## src/rtl/etsc_pkg.sv

```systemverilog
// etsc_pkg: shared types, codes and the prefix mapping function for the
// entity tag scheme converter. No dependencies.
package etsc_pkg;

  typedef enum logic [2:0] {
    PFX_O = 3'd0,
    PFX_B = 3'd1,
    PFX_I = 3'd2,
    PFX_L = 3'd3,
    PFX_U = 3'd4
  } prefix_t;

  localparam logic [1:0] SCHEME_BIO   = 2'd0;
  localparam logic [1:0] SCHEME_BILOU = 2'd1;
  localparam logic [1:0] SCHEME_IO    = 2'd2;

  // Result side of one processed item: up to two results, in order.
  typedef struct packed {
    logic [1:0] count;
    prefix_t    pfx0;
    logic       last0;
    prefix_t    pfx1;
    logic       last1;
  } emit_ctl_t;

  function automatic prefix_t emit_prefix(logic [1:0] scheme, logic in_span,
                                          logic starts, logic ends);
    prefix_t p;
    p = PFX_O;
    if (in_span) begin
      unique case (scheme)
        SCHEME_BIO: begin
          p = starts ? PFX_B : PFX_I;
        end
        SCHEME_BILOU: begin
          if (starts && ends) p = PFX_U;
          else if (starts)    p = PFX_B;
          else if (ends)      p = PFX_L;
          else                p = PFX_I;
        end
        default: begin
          p = PFX_I;  // IO, and the unused code
        end
      endcase
    end
    return p;
  endfunction

endpackage

```

## src/rtl/etsc_core.sv

```systemverilog
// etsc_core: span tracking and one-tag hold-back; turns one input tag into
// zero, one or two converted tags. Depends on etsc_pkg.
module etsc_core #(
  parameter int ENTITY_BITS = 8
) (
  input  logic                   clk,
  input  logic                   rst,
  input  logic [1:0]             scheme,
  input  logic                   fire,
  input  logic [2:0]             pfx,
  input  logic [ENTITY_BITS-1:0] ent,
  input  logic                   sent_end,
  output etsc_pkg::emit_ctl_t    ctl,
  output logic [ENTITY_BITS-1:0] ent0,
  output logic [ENTITY_BITS-1:0] ent1
);

  logic                   held_valid, held_valid_next;
  logic                   held_in_span, held_in_span_next;
  logic                   held_starts_span, held_starts_span_next;
  logic [ENTITY_BITS-1:0] held_entity, held_entity_next;
  logic                   span_open, span_open_next;
  logic [ENTITY_BITS-1:0] span_entity, span_entity_next;

  logic                   known;
  logic                   new_in, new_starts, held_ends;
  logic [ENTITY_BITS-1:0] new_ent;
  etsc_pkg::prefix_t      held_pfx, new_pfx;
  logic [ENTITY_BITS-1:0] held_ent_out, new_ent_out;

  always_comb begin
    known      = 1'b1;
    new_in     = 1'b0;
    new_starts = 1'b0;
    new_ent    = '0;
    unique case (pfx)
      etsc_pkg::PFX_O: begin
      end
      etsc_pkg::PFX_B, etsc_pkg::PFX_U: begin
        new_in     = 1'b1;
        new_starts = 1'b1;
        new_ent    = ent;
      end
      etsc_pkg::PFX_I, etsc_pkg::PFX_L: begin
        new_in     = 1'b1;
        new_starts = !(span_open && span_entity == ent);
        new_ent    = ent;
      end
      default: begin
        known = 1'b0;
      end
    endcase
  end

  // An unknown prefix can only close the sentence, so the held tag ends there.
  assign held_ends    = !known || !(new_in && !new_starts);
  assign held_pfx     = etsc_pkg::emit_prefix(scheme, held_in_span, held_starts_span,
                                              held_ends);
  assign new_pfx      = etsc_pkg::emit_prefix(scheme, new_in, new_starts, 1'b1);
  assign held_ent_out = held_in_span ? held_entity : '0;
  assign new_ent_out  = new_in ? new_ent : '0;

  always_comb begin
    ctl.count = 2'd0;
    ctl.pfx0  = held_pfx;
    ctl.last0 = 1'b0;
    ctl.pfx1  = new_pfx;
    ctl.last1 = 1'b1;
    ent0      = held_ent_out;
    ent1      = new_ent_out;
    if (!known) begin
      if (sent_end && held_valid) begin
        ctl.count = 2'd1;
        ctl.last0 = 1'b1;
      end
    end else if (held_valid) begin
      ctl.count = sent_end ? 2'd2 : 2'd1;
    end else if (sent_end) begin
      ctl.count = 2'd1;
      ctl.pfx0  = new_pfx;
      ctl.last0 = 1'b1;
      ent0      = new_ent_out;
    end
  end

  always_comb begin
    held_valid_next       = held_valid;
    held_in_span_next     = held_in_span;
    held_starts_span_next = held_starts_span;
    held_entity_next      = held_entity;
    span_open_next        = span_open;
    span_entity_next      = span_entity;
    if (fire) begin
      if (sent_end) begin
        held_valid_next       = 1'b0;
        held_in_span_next     = 1'b0;
        held_starts_span_next = 1'b0;
        held_entity_next      = '0;
        span_open_next        = 1'b0;
        span_entity_next      = '0;
      end else if (known) begin
        held_valid_next       = 1'b1;
        held_in_span_next     = new_in;
        held_starts_span_next = new_starts;
        held_entity_next      = new_ent;
        span_open_next        = new_in;
        span_entity_next      = new_ent;
      end
    end
  end

  always_ff @(posedge clk) begin
    if (rst) begin
      held_valid       <= 1'b0;
      held_in_span     <= 1'b0;
      held_starts_span <= 1'b0;
      held_entity      <= '0;
      span_open        <= 1'b0;
      span_entity      <= '0;
    end else begin
      held_valid       <= held_valid_next;
      held_in_span     <= held_in_span_next;
      held_starts_span <= held_starts_span_next;
      held_entity      <= held_entity_next;
      span_open        <= span_open_next;
      span_entity      <= span_entity_next;
    end
  end

endmodule

```

## src/rtl/entity_tag_scheme_converter.sv

```systemverilog
// entity_tag_scheme_converter: top level; input register, converter core and
// a four-entry result queue. Depends on etsc_pkg and etsc_core.
//
// Usage:
//   Input channel (in_valid / in_stall) carries one entity tag per transfer:
//   prefix code, entity id and the sentence_end mark. Output channel
//   (out_valid / out_stall) carries converted tags, out_last on the final tag
//   of each sentence. Each tag is held back one transfer, so the first tag of
//   a sentence produces nothing and the last produces two results (one if it
//   is the only tag).
//   cfg_we / cfg_wdata write target_scheme (0 BIO, 1 BILOU, 2 IO); write it
//   only while the block is empty.
//   Path: a result released by an input transfer passes through the input
//   register, then the result queue, before out_valid rises.
//   Throughput: one input transfer per cycle while in_stall is low, one result
//   per cycle while out_stall is low; a transfer that releases two results
//   leaves an extra result, which the queue absorbs.
//   Stalls: the queue needs room for two results before the registered item
//   is processed; otherwise in_stall is raised and the item waits. A stalled
//   output holds its payload.
//   Reset: empties the queue and input register, clears the span state and
//   sets the scheme to BIO.
module entity_tag_scheme_converter #(
  parameter int ENTITY_BITS = 8
) (
  input  logic                   clk,
  input  logic                   rst,
  input  logic                   cfg_we,
  input  logic [1:0]             cfg_wdata,
  input  logic                   in_valid,
  output logic                   in_stall,
  input  logic [2:0]             in_prefix,
  input  logic [ENTITY_BITS-1:0] in_entity,
  input  logic                   sentence_end,
  output logic                   out_valid,
  input  logic                   out_stall,
  output logic [2:0]             out_prefix,
  output logic [ENTITY_BITS-1:0] out_entity,
  output logic                   out_last
);

  localparam int QDEPTH = 4;

  logic [1:0] target_scheme;

  logic                   inq_valid;
  logic [2:0]             inq_prefix;
  logic [ENTITY_BITS-1:0] inq_entity;
  logic                   inq_end;

  logic                   room, fire, pop;
  etsc_pkg::emit_ctl_t    ctl;
  logic [ENTITY_BITS-1:0] ent0, ent1;

  etsc_pkg::prefix_t      q_pfx  [QDEPTH];
  logic [ENTITY_BITS-1:0] q_ent  [QDEPTH];
  logic                   q_last [QDEPTH];
  logic [1:0]             wr_ptr, rd_ptr, wr_ptr_p1;
  logic [2:0]             count, count_next;

  assign room     = (count <= 3'(QDEPTH - 2));
  assign fire     = inq_valid && room;
  assign in_stall = inq_valid && !room;
  assign pop      = out_valid && !out_stall;

  always_ff @(posedge clk) begin
    if (rst) begin
      target_scheme <= etsc_pkg::SCHEME_BIO;
    end else if (cfg_we) begin
      target_scheme <= cfg_wdata;
    end
  end

  always_ff @(posedge clk) begin
    if (rst) begin
      inq_valid <= 1'b0;
    end else if (!in_stall) begin
      inq_valid <= in_valid;
    end
  end

  always_ff @(posedge clk) begin
    if (!in_stall) begin
      inq_prefix <= in_prefix;
      inq_entity <= in_entity;
      inq_end    <= sentence_end;
    end
  end

  etsc_core #(
    .ENTITY_BITS (ENTITY_BITS)
  ) u_core (
    .clk      (clk),
    .rst      (rst),
    .scheme   (target_scheme),
    .fire     (fire),
    .pfx      (inq_prefix),
    .ent      (inq_entity),
    .sent_end (inq_end),
    .ctl      (ctl),
    .ent0     (ent0),
    .ent1     (ent1)
  );

  // Result queue: up to two writes, one read per cycle while out_stall is low.
  assign wr_ptr_p1 = wr_ptr + 2'd1;

  always_ff @(posedge clk) begin
    if (fire && ctl.count != 2'd0) begin
      q_pfx[wr_ptr]  <= ctl.pfx0;
      q_ent[wr_ptr]  <= ent0;
      q_last[wr_ptr] <= ctl.last0;
    end
    if (fire && ctl.count == 2'd2) begin
      q_pfx[wr_ptr_p1]  <= ctl.pfx1;
      q_ent[wr_ptr_p1]  <= ent1;
      q_last[wr_ptr_p1] <= ctl.last1;
    end
  end

  always_comb begin
    count_next = count;
    if (fire) count_next = count_next + {1'b0, ctl.count};
    if (pop)  count_next = count_next - 3'd1;
  end

  always_ff @(posedge clk) begin
    if (rst) begin
      wr_ptr <= '0;
      rd_ptr <= '0;
      count  <= '0;
    end else begin
      if (fire) wr_ptr <= wr_ptr + ctl.count;
      if (pop)  rd_ptr <= rd_ptr + 2'd1;
      count <= count_next;
    end
  end

  assign out_valid  = (count != 3'd0);
  assign out_prefix = q_pfx[rd_ptr];
  assign out_entity = q_ent[rd_ptr];
  assign out_last   = q_last[rd_ptr];

endmodule
```

## config.mk

```make
export PLATFORM = sky130hd
export DESIGN_NAME = entity_tag_scheme_converter
export DESIGN_NICKNAME = d
export VERILOG_FILES = /design/src/rtl/etsc_pkg.sv /design/src/rtl/etsc_core.sv /design/src/rtl/entity_tag_scheme_converter.sv
export SDC_FILE = /design/constraint.sdc
export NUM_CORES = 1
export LEC_CHECK = 0
export BUFFER_PORTS_ARGS = -buffer_cell sky130_fd_sc_hd__buf_2
export CAP_MARGIN = 0
export CORE_AREA = 2 2 89 91
export CTS_BUF_LIST = sky130_fd_sc_hd__clkbuf_2
export DETAILED_ROUTE_END_ITERATION = 6
export DIE_AREA = 0 0 91 93
export GPL_TIMING_DRIVEN = 0
export MAX_ROUTING_LAYER = met4
export PLACE_DENSITY = 0.74
export SYNTH_ARGS = -nofsm -noshare
export SYNTH_HDL_FRONTEND = slang
export SYNTH_SLANG_ARGS = --single-unit
```

## constraint.sdc

```tcl
create_clock -name clk -period 2.39 [get_ports clk]
set_clock_uncertainty 0.05 [all_clocks]
set_input_delay 0 -clock clk [delete_from_list [all_inputs] [get_ports clk]]
set_output_delay 0 -clock clk [all_outputs]
set_load 0.01 [all_outputs]
```

# Yosys cells after proc, flatten, opt, wreduce, memory -nomap -nowiden
# Memory sizes are Yosys's and may differ from the RTL's. A register that Yosys moved wholly into a read port is not among the register bits.
# Cells that the tools add are included.
dict set report word_totals {
  register_bits 33
  mem_bits_rw 48
  in_bits 19
  output_inout_bits 14
  wordCells 102
  mem_count 3
}
dict set report op_classes {
  n_addsub 5
  magnitude_cmp 1
  eq_ne 7
  muxes 48
  reduce_logical 26
}
# name words word_bits read_ports rd_clocked_by_memory_dff write_ports line
set memory_table {}
lappend memory_table {q_ent 4 8 1 1 2 entity_tag_scheme_converter.sv:56} ;# logic [ENTITY_BITS-1:0] q_ent [QDEPTH];
lappend memory_table {q_pfx 4 3 1 1 2 entity_tag_scheme_converter.sv:55} ;# etsc_pkg::prefix_t q_pfx [QDEPTH];
lappend memory_table {q_last 4 1 1 1 2 entity_tag_scheme_converter.sv:57} ;# logic q_last [QDEPTH];
# cell n
set ops {}
lappend ops {{8-bit 2-to-1 mux} 8}
lappend ops {{3-bit 2-to-1 mux} 8}
lappend ops {{2-bit 2-to-1 mux} 11}
lappend ops {{1-bit 2-to-1 mux} 16}
lappend ops {{3-bit one-hot mux with 2 select lines} 2}
lappend ops {{1-bit logical AND} 9}
lappend ops {{8-bit == test} 1}
lappend ops {{3-bit by 2-bit == test with 1-bit output (second input constant)} 2}
lappend ops {{1-bit logical NOT} 6}
lappend ops {{5-bit 2-to-1 mux} 1}
lappend ops {{5-bit OR reduction} 1}
lappend ops {{2-bit by 1-bit adder with 2-bit output (second input constant)} 2}
lappend ops {{4-bit 2-to-1 mux} 1}
lappend ops {{2-bit nonzero test} 2}
lappend ops {{2-bit OR reduction} 2}
lappend ops {{4-bit OR reduction} 1}
lappend ops {{3-bit by 2-bit adder with 3-bit output} 1}
lappend ops {{3-bit by 1-bit == test with 1-bit output (second input constant)} 1}
lappend ops {{3-bit == test (second input constant)} 1}
lappend ops {{3-bit by 2-bit less-or-equal comparator with 1-bit output (second input constant)} 1}
lappend ops {{3-bit logical NOT} 1}
lappend ops {{3-bit nonzero test} 1}
lappend ops {{3-bit by 1-bit subtractor with 3-bit output (second input constant)} 1}
lappend ops {{2-bit adder} 1}
lappend ops {{other kinds (6)} 6}

# Longest topological paths before layout
dict set report logic_depth {
  depth_word 20
  ltp_mapped 10
  depth_no_buf 10
}

# Cells and area by module
# From an unflattened synthesis, not the netlist that was laid out.
dict set report unflattened {
  cells_unflattened 344
  area_unflattened_um2 4336.7
}
# module instances cells_per_inst area_each_um2 seq_area_each_um2
set by_module_without_submodules {}
lappend by_module_without_submodules {entity_tag_scheme_converter 1 212 3433.3 2042.0}
lappend by_module_without_submodules {etsc_core 1 132 903.4 220.2}

# Worst setup path before layout
# No wires, ideal clock.
dict set report synth_timing {
  path_type {reg-to-reg}
  startpoint {register inq_end}
  endpoint {register count[1]}
  setup_ps 65
  arrival_ps 2355
  required_ps 2275
  setup_slack_ps -80
  path_stages_with_launch 9
  path_buffers 0
  synth_period_minus_slack_ps 2470
  cell_sequence {edfxtp_1 > ha_1 > a21oi_1 > ha_1 > fa_1 > mux2i_1 > ha_1 > mux2_2 > nor2_1}
}
dict set report synth_via {
  elab_chain_len 7
  word_cells_on_any_way 10
  cone_classes {add/sub (2); mux (7); reduce/logical (1)}
}
# item line
set synth_lines {}
lappend synth_lines {{start: declaration} entity_tag_scheme_converter.sv:49} ;# logic inq_end;
lappend synth_lines {{start signal: assignment} entity_tag_scheme_converter.sv:86} ;# inq_end <= sentence_end;
lappend synth_lines {{5-bit 2-to-1 mux (tied with other cells)} etsc_core.sv:78} ;# end else if (sent_end) begin
lappend synth_lines {{2-bit 2-to-1 mux / 1-bit 2-to-1 mux (equally long branches)} {etsc_core.sv:76, etsc_core.sv:72}}
lappend synth_lines {{2-bit 2-to-1 mux (*)} etsc_core.sv:71} ;# if (!known) begin
lappend synth_lines {{3-bit by 2-bit adder with 3-bit output (*)} entity_tag_scheme_converter.sv:123} ;# if (fire) count_next = count_next + {1'b0, ctl.count};
lappend synth_lines {{3-bit 2-to-1 mux (*)} entity_tag_scheme_converter.sv:123}
lappend synth_lines {{3-bit by 1-bit subtractor with 3-bit output} entity_tag_scheme_converter.sv:124} ;# if (pop) count_next = count_next - 3'd1;
lappend synth_lines {{3-bit 2-to-1 mux (*)} entity_tag_scheme_converter.sv:124}
lappend synth_lines {{end signal: assignment} entity_tag_scheme_converter.sv:135} ;# count <= count_next;
lappend synth_lines {{end: declaration} entity_tag_scheme_converter.sv:59} ;# logic [2:0] count, count_next;
# Mark *: on every way between the ends. The rest lies on a longest branch, timed or not.
# A chain may end at the register's enable or synchronous reset.

# Final worst setup path
# Same ends and word-level chain as after synthesis.

==> metrics <==
register area=2223 um^2; Layout Nets=445; WHS=0.1091 ns; largest net degree at the start of global routing=16; synthesized area=4081 um^2; Cells after Synth=336; Sw Ratio=0.3023; RePlAce Congestion=0.8916; Max-Cap Viols=0; pre-CTS setup slack=-0.2314 ns; logic gate share of total power=0.274; Die W=91 um; Layout fillers=580; WS Path Type=reg2reg; initial antenna violation count=0; Leak=0.001856 uW; DRC=0; area of the multi-input gates=1853 um^2; post-DP HPWL=5785 um; CORE AREA=7527 um^2; Slew HR=0.5869; CP max stage delay=0.56 ns; TritonRoute pass-1 iters=4; worst endpoint required time=2.82 ns; Tmin final=2.444 ns; vias in the first global route=3014; final setup margin=-0.05432 ns; library cells used by synthesis=52; die extent in y=93 um; CTS clk-pin slew, worst paths=0.23 ns; pin slew with the least headroom to its limit=0.6196 ns; grt ovf=0; CP Cell Sequence=ha_4, nor2_4, a21oi_4, ha_4, fa_1, mux2i_2, ha_1, mux2_4, nor2_2; crit-path max FO=4; starting density of the core=0.5422; Worst EP arrival=2.87 ns; placed cells=470; Synth Flop Type=edfxtp_1; # H-tree levels=3; max-slew violation count=0; switching pwr=1178 uW; commonest non-fill, non-tap cell in the layout=edfxtp_1; clk root buf=clkbuf_2; antenna fix cells=0; Clock Tree Buf Depth=2; sequential-to-total area share from yosys stat=0.5445; Setup-failing EPs final=2; share of cells above drive strength 1=0.2877; GRT Util Overall=0.2259; final non-filler cell total=526; Worst Setup End Kind=register; DR WL/cell=16.85 um; CP dominant cell by count=ha_4; Sink Count=83; path type of the worst min-delay path=in2reg; sequential share of power=0.451; I/O Buffers=32; synthesis-to-layout area growth=22.50%; YS warnings=0; DRT iter0 DRCs=159; status=finished, violations left; Synth Register Bits=83; Post-synth EDFFs=56; met2 wire len=4455 um; violated checks=setup timing; final hold violation count=0; post-layout util=0.6642; most frequent cells in the layout=56 x edfxtp_1, 41 x buf_2, 28 x nor2_1; wire length on met1=3897 um; global-route wire length before repair=14350 um; Syn Nets=362; Clock Power Share=0.275; Max Used Layer=met4; internal power=2719 uW; Post-Route WL=8863 um; ys async rst share=0; DR WL met3=426 um; PwrDens=779.4 nW/um^2; critical path's slowest cell=edfxtp_1; Peak Freq=0.4091 GHz; CTS tree=built; row count=32; post-route ant nets=0; Peak VDD IR=0.4488 mV; Tot Pwr=3897 uW; Ports=33; DR vias/cell=5.644; unrepaired setup endpoints after global routing=yes; crit path launch type=register; die footprint=8463 um^2; vias=2969; fin crit share=1.023; Clock Latency Late Sink=0.52 ns; Synth Area per Inst=12.15 um^2; Num CTS Buffers=9
## worst paths after layout
kind	startpoint	to	slack (ns)	depth (start not counted)
max	inq_end$_DFFE_PN_	count[1]$_SDFF_PP0_	-0.05	9
min	in_entity[4]	inq_entity[4]$_DFFE_PN_	0.11	2
max reg2reg	inq_end$_DFFE_PN_	count[1]$_SDFF_PP0_	-0.05	9
min reg2reg	q_last[1]$_DFF_P_	q_last[1]$_DFF_P_	0.46	2
## layer usage
| layer | vias to the layer above | track usage |
|---|---|---|
| met4 | 0 | 0.09091 |
| met1 | 1430 | 0.2743 |
| met3 | 10 | 0.03062 |
| li1 | 1445 | - |
| met5 | - | - |
| met2 | 84 | 0.3864 |
## per-stage QoR
| stage | setup TNS [ns] | instance area, um^2 |
|---|---|---|
| after detailed placement | -0.4467 | 4384 |
| after global placement | -0.2766 | 4384 |
| final | -0.06681 | 5000 |
| after floorplan | 0 | 4096 |
| after global routing | -0.6725 | 5000 |
| after CTS | -0.03026 | 4871 |
## synth_stat cells, types with 2 or more instances
library cell   n  area (um^2)
inv_1          4        15.01
buf_2          9        45.04
nand2_1       29        108.9
dfxtp_1       27        540.5
mux2i_1       26        260.3
o21ai_0       19        95.09
nor2_1        30        112.6
nor3_1         7        35.03
nand3_2        4        40.04
nand3b_1       3        22.52
or3_1          2        12.51
a32oi_1        8        70.07
or2_2          3        18.77
a21oi_1        8        40.04
ha_1           6        75.07
edfxtp_1      56         1682
a211oi_1       3        22.52
o22ai_1        8        50.05
xor2_1         2        17.52
o21a_1         2        15.01
mux4_2        12        270.3
xnor2_1       12        105.1
clkbuf_1       4        15.01
nand2b_1       5        31.28
o21ai_4        2        32.53
nand3_1       19        95.09
## layout make-up
cell class | instances | area share
multi-input cells | 233 | 0.3706
clock inverters | 7 | 0.02903
plain buffers | 16 | 0.01652
well taps | 102 | 0.02553
inverters | 4 | 0.003003
flip-flops and latches | 83 | 0.4447
clock buffers | 9 | 0.009009
repair buffers | 72 | 0.1016
## registers in the layout, indices dropped and copies added (netlist names), 2 cells and up, named ones only
name and count:
q_ent 32, inq_prefix 3, q_pfx 12, target_scheme 2, wr_ptr 2, count 3
u_core.held_entity 8, q_last 4, inq_entity 8, rd_ptr 2
## power by group through the flow
stage	registers, uW	clock network, uW	logic [uW]
final	1760	1070	1070
after global routing	1770	1120	1160
after CTS	1770	1080	988
after detailed placement	1800	0	902
after global placement	1790	0	881
after floorplan	1770	0	679
## repair_timing
action,in CTS,in global routing
resized for setup,9,7
setup endpoints to repair,7,9
hold buffers,19,0
pin swaps,4,10
endpoints found under the hold margin,35,0
setup buffers,9,12
cloned,0,0
## kinds of logic after synthesis
kind of cell               Yosys count  share of synthesized area
and+or+nand+nor                    112                     0.1407
adders and majority gates            7                    0.02330
buffers and inverters               20                    0.02391
xor gates and xnor gates            14                    0.03004
AOI/OAI and AO/OA                   61                     0.1048
DFF                                 83                     0.5445
muxes                               39                     0.1327
## critical path: cells and delay by family, from the launching register on
kind	cells	cell delay (ns)
simple gates	2	0.19
compound gates	1	0.05
fa+ha+maj	4	1.11
mux	2	0.46
flops	1	0.56
Power figures use the tool's default switching activity.
